### src/sv/tcsw_pkg.sv
package tcsw_pkg;

  localparam logic [1:0] FUNC_PUT   = 2'd0;
  localparam logic [1:0] FUNC_CLEAR = 2'd1;
  localparam logic [1:0] FUNC_READ  = 2'd2;
  localparam logic [1:0] FUNC_NOP   = 2'd3;

  localparam logic [1:0] REG_MARGIN_LEFT   = 2'd0;
  localparam logic [1:0] REG_MARGIN_RIGHT  = 2'd1;
  localparam logic [1:0] REG_MARGIN_TOP    = 2'd2;
  localparam logic [1:0] REG_MARGIN_BOTTOM = 2'd3;

  localparam logic [7:0] CH_SPACE   = 8'd32;
  localparam logic [7:0] CH_NEWLINE = 8'd10;

  localparam logic [6:0] LEFT_RST   = 7'd0;
  localparam logic [6:0] RIGHT_RST  = 7'd80;
  localparam logic [4:0] TOP_RST    = 5'd0;
  localparam logic [4:0] BOTTOM_RST = 5'd25;

  typedef struct packed {
    logic [6:0] left;
    logic [6:0] right;
    logic [4:0] top;
    logic [4:0] bottom;
  } margins_t;

  typedef struct packed {
    logic [6:0] col;
    logic [4:0] row;
    logic       store;
    logic       drop;
    logic       scroll;
    logic [6:0] wr_col;
    logic [4:0] wr_row;
  } put_result_t;

  function automatic logic cell_in_buf(input logic [7:0] x, input logic [5:0] y,
                                       input int cols, input int rows);
    return (32'(x) < cols) && (32'(y) < rows);
  endfunction

endpackage

### src/sv/tcsw_put_step.sv
module tcsw_put_step import tcsw_pkg::*; #(
  parameter int COLS = 80,
  parameter int ROWS = 25
) (
  input  logic [6:0]  cur_col,
  input  logic [4:0]  cur_row,
  input  margins_t    margins,
  input  logic [7:0]  char_code,
  input  logic        move_x,
  input  logic [6:0]  new_x,
  input  logic        move_y,
  input  logic [4:0]  new_y,
  output put_result_t res
);

  logic [6:0] cx;
  logic [4:0] cy;
  logic [6:0] cx_inc;
  logic [4:0] nl_row;
  logic       nl_scroll;
  logic       is_nl;
  logic       wrap;

  assign cx     = move_x ? new_x : cur_col;
  assign cy     = move_y ? new_y : cur_row;
  assign cx_inc = cx + 7'd1;
  assign is_nl  = (char_code == CH_NEWLINE);
  assign wrap   = !is_nl && (cx_inc == margins.right);

  // newline from row cy; a scroll steps back to cy itself
  assign nl_row    = cy + 5'd1;
  assign nl_scroll = (margins.bottom != 5'd0) && (nl_row == margins.bottom - 5'd1);

  always_comb begin
    res        = '0;
    res.wr_col = cx;
    res.wr_row = cy;
    if (!is_nl) begin
      res.store = cell_in_buf({1'b0, cx}, {1'b0, cy}, COLS, ROWS);
      res.drop  = !res.store;
    end
    if (is_nl || wrap) begin
      res.col    = margins.left;
      res.row    = nl_scroll ? cy : nl_row;
      res.scroll = nl_scroll;
    end else begin
      res.col = cx_inc;
      res.row = cy;
    end
  end

endmodule

### config.mk
export PLATFORM = sky130hd
export DESIGN_NAME = tcsw_put_step
export DESIGN_NICKNAME = d
export VERILOG_FILES = /design/src/sv/tcsw_pkg.sv /design/src/sv/tcsw_put_step.sv
export SDC_FILE = /design/constraint.sdc
export NUM_CORES = 1
export LEC_CHECK = 0
export ABC_AREA = 1
export BUFFER_PORTS_ARGS = -buffer_cell sky130_fd_sc_hd__clkbuf_2
export CORE_MARGIN = 2
export CORE_UTILIZATION = 47
export DETAILED_ROUTE_END_ITERATION = 8
export PLACE_DENSITY = 0.87
export RECOVER_POWER = 50
export SLEW_MARGIN = 20
export SYNTH_ARGS = -nofsm -noshare
export SYNTH_HDL_FRONTEND = slang
export SYNTH_SLANG_ARGS = --single-unit
### constraint.sdc
create_clock -name vclk -period 3.7
set_clock_uncertainty 0.15 [all_clocks]
set_input_delay 0.185 -clock vclk [all_inputs]
set_output_delay 0.185 -clock vclk [all_outputs]
set_load 0.05 [all_outputs]
# After elaboration in Yosys (flattened, before gate mapping)
# Index checks and enable logic that the tools add are counted.
[word_totals]
reg_bits = 0
inputBits = 58
out_inout_bits = 27
word_cells = 21
[classes]
n_addsub = 3
magnitude_cmp = 2
eq_ne = 3
n_mux = 6
reduce_logical = 7
[ops]
columns = ["op", "count"]
rows = [
  ["two-way mux 12 bit", 1],
  ["two-way mux 5 bit", 2],
  ["equality test 8 x 4 -> 1 bit, second input constant", 1],
  ["adder 7 x 1 -> 7 bit, second input constant", 1],
  ["equality test 7 bit", 1],
  ["< comparator 7 bit, second input constant", 1],
  ["two-way mux 7 bit", 1],
  ["adder 5 x 1 -> 5 bit, second input constant", 1],
  ["equality test 5 bit", 1],
  ["< comparator 5 bit, second input constant", 1],
  ["nonzero test 5 bit", 1],
  ["subtractor 5 x 1 -> 5 bit, second input constant", 1],
  ["logical AND 1 bit", 3],
  ["zero test 1 bit", 2],
  ["two-way mux 2 bit", 1],
  ["logical OR 1 bit", 1],
  ["two-way mux 1 bit", 1],
]

# Logic depth before layout (Yosys ltp)
[logic_depth]
ltp_word = 6
mapped_depth = 18
mapped_depth_nobuf = 16

# Worst setup path before layout
# Ideal clock, no wire load.
[synth_path]
path_kind = "input port to output port"
startpoint = "input port move_y"
endpoint = "output port res[12] (netlist bit)"
t_arrival_ns = 2.709
required_ns = 3.365
path_slack_ns = 0.656
cell_stages = 10
n_path_buf = 1
path_cell_list = "buf_6 > o21ai_2 > ha_1 > xor2_1 > nand2_1 > nor2_1 > nand3_1 > nor2_4 > nand2_2 > a21oi_1"
[synth_lines]
columns = ["item", "line_no", "text"]
rows = [
  ["start: declaration", "tcsw_put_step.sv:11", "input logic move_y,"],
  ["end: declaration", "tcsw_put_step.sv:13", "output put_result_t res"],
]

==> results.ini <==
[sta]
fmax_ghz=0.334
final.min_clock_period_ns=2.99
hold_viol_final=0
fin_crit_sh_pct=80.9
setup_ws_ns=0.705
slew_headroom_pct=27.3
worstMarginPinSlew_ns=1.08
tns_ns=0
setup_violations=0
rsz0062_at_grt=false
drv_slew=0

[routing]
antenna_left=0
top_layer_used=met3
routed_via_density=4.96
wl_met1_um=1350
route.detailed.drc=0
wl_met2_um=1470
vias=1577
wl_per_cell_um=9.49
met3_length_um=204
dr.pass1.iters=4
initialDrtViolationCount=26
drt_wl_total_um=3020

[worst_setup_path]
crit_start=move_x
cp_data_arrival_time_ns=2.66
worst_ep_required_time_ns=3.37
worstSetupStartpointType=primary input
critPathKind=in2out
cp_max_fo=14
endpoint_kind=output port

[global_routing]
track_usage_pct=22.7
overflow=0
grt_pass1_wl_um=5260
grt_antenna_before_repair=0
grt_pass1_vias=1316
grt_max_degree=15

[layout]
mostFrequentLayoutCell=nand2_1
diodes=0
nets=353
ff_latch_area_sq_um=0
n_sequential_cell=0
nClkBuffers=0
layout_common_cells=nand2_1, clkbuf_2, nand3_1
area_growth_pct=32.3
final_layout_size_suffix_gt1_share_pct=37.2

[pwr]
p_sw_mw=0.210
seqPwrFrac_pct=0
p_leak_nw=0.926
pwr-share-clk_pct=0
pwr-share-comb_pct=100.0
intPower_mw=0.0867
p_sw_share_pct=70.8
vdd_drop_max_uv=120
powerDensity_mw_per_mm2=194

[floorplanning]
core_sq_mm=0.00228
die_h_um=53.7
start_util_pct=50.9
core.rowCount=17
die_w_um=53.7
num_io_pins=85
dieArea_sq_mm=0.00288

[clocking]
post_cts_buffers=0
cts_resized=0
hold_buffers=0

[placed_design]
place_ws_ns=0.725
dpl.hpwl_um=2590
portBuffers=80
place_congestion=0.829

[min_path]
hold_path.class=in2out
min-delay-start=margins[18]

[synthesis]
syn_nets=276
syn_inst=215
yosysWarningCount=0
synth_area_sq_mm=0.00116
yosysSeqAreaShare_pct=0
avgSynthCellArea_sq_um=5.39
ys_types=30

[flow_run]
maxCapViolCount=0

[outcome]
status=finished clean

[worst max-delay path: stages]
cell,delay [ns]
clkbuf_2,0.24
nand2_1,0.14
nand2_4,0.14
ha_1,0.28
inv_1,0.06
nand3_1,0.10
nand2_1,0.08
nand2_1,0.06
nand2_1,0.04
nor2_1,0.09
nand2_1,0.06
nor2_1,0.13
nand3_2,0.25
nand2_2,0.36
nand2_1,0.09
nand2_1,0.07
clkbuf_2,0.27
[metal layers]
metal / GRT usage [%] / vias to the layer above
li1: - / 843
met1: 30.4 / 679
met2: 42.4 / 55
met3: 0.556 / 0
met4: 0.855 / 0
met5: 0 / -
[worst paths after layout]
| path | depth (start not counted) | end |
|---|---|---|
| worst max-delay path | 17 | res[15] |
| worst min-delay path | 4 | res[21] |
[synthesized netlist by cell type (2+ instances only)]
| master | count | area [sq um] |
|---|---|---|
| nand3_1 | 30 | 150 |
| nand2_2 | 21 | 131 |
| nand2_8 | 2 | 40.0 |
| nor2_1 | 6 | 22.5 |
| o21ai_2 | 4 | 35.0 |
| inv_2 | 2 | 7.51 |
| buf_6 | 3 | 33.8 |
| xor2_1 | 3 | 26.3 |
| nor2_2 | 2 | 12.5 |
| nand3b_1 | 7 | 52.6 |
| nand2_1 | 79 | 297 |
| a21oi_1 | 2 | 10.0 |
| inv_1 | 24 | 90.1 |
| nand2_4 | 4 | 45.0 |
| nor4_1 | 4 | 25.0 |
| ha_1 | 3 | 37.5 |
| or2_1 | 2 | 12.5 |
| nand4_1 | 5 | 31.3 |
[per-stage QoR]
stage	std cells	hold WS (ns)	instance area (sq um)	power (mW)	util, %
2_1_floorplan	215	0.375	1160	0.228	-
6_report	318	0.615	1530	0.297	67.3
3_5_place_dp	318	0.617	1550	0.301	68.2
3_3_place_gp	318	0.618	1550	0.298	68.2
4_1_cts	318	0.617	1550	0.302	68.2
5_1_grt	318	0.641	1530	0.326	67.3
[cells by family (layout without fill, tap and decap cells)]
| kind of cell | after synthesis | after routing | synth area share (%) |
|---|---|---|---|
| and+or+nand+nor | 165 | 165 | 73.1 |
| buffers and inverters | 32 | 107 | 13.1 |
| AOI/OAI and AO/OA | 11 | 11 | 7.56 |
| xor gates and xnor gates | 4 | 4 | 3.02 |
| adders and majority gates | 3 | 3 | 3.24 |
[cell type report]
class	count	area, sq um
multi-input combinational	183	1000
timing repair buffer	80	389
inverter	27	109
tap	28	35.0
fill	220	743
[power groups by stage]
| stage | Sequential (mW) | Combinational (mW) | Clock [mW] |
|---|---|---|---|
| after floorplan | 0 | 0.228 | 0 |
| after global placement | 0 | 0.298 | 0 |
| after detailed placement | 0 | 0.301 | 0 |
| after CTS | 0 | 0.302 | 0 |
| after global routing | 0 | 0.326 | 0 |
| final | 0 | 0.297 | 0 |
Power figures use the tool's default switching activity.
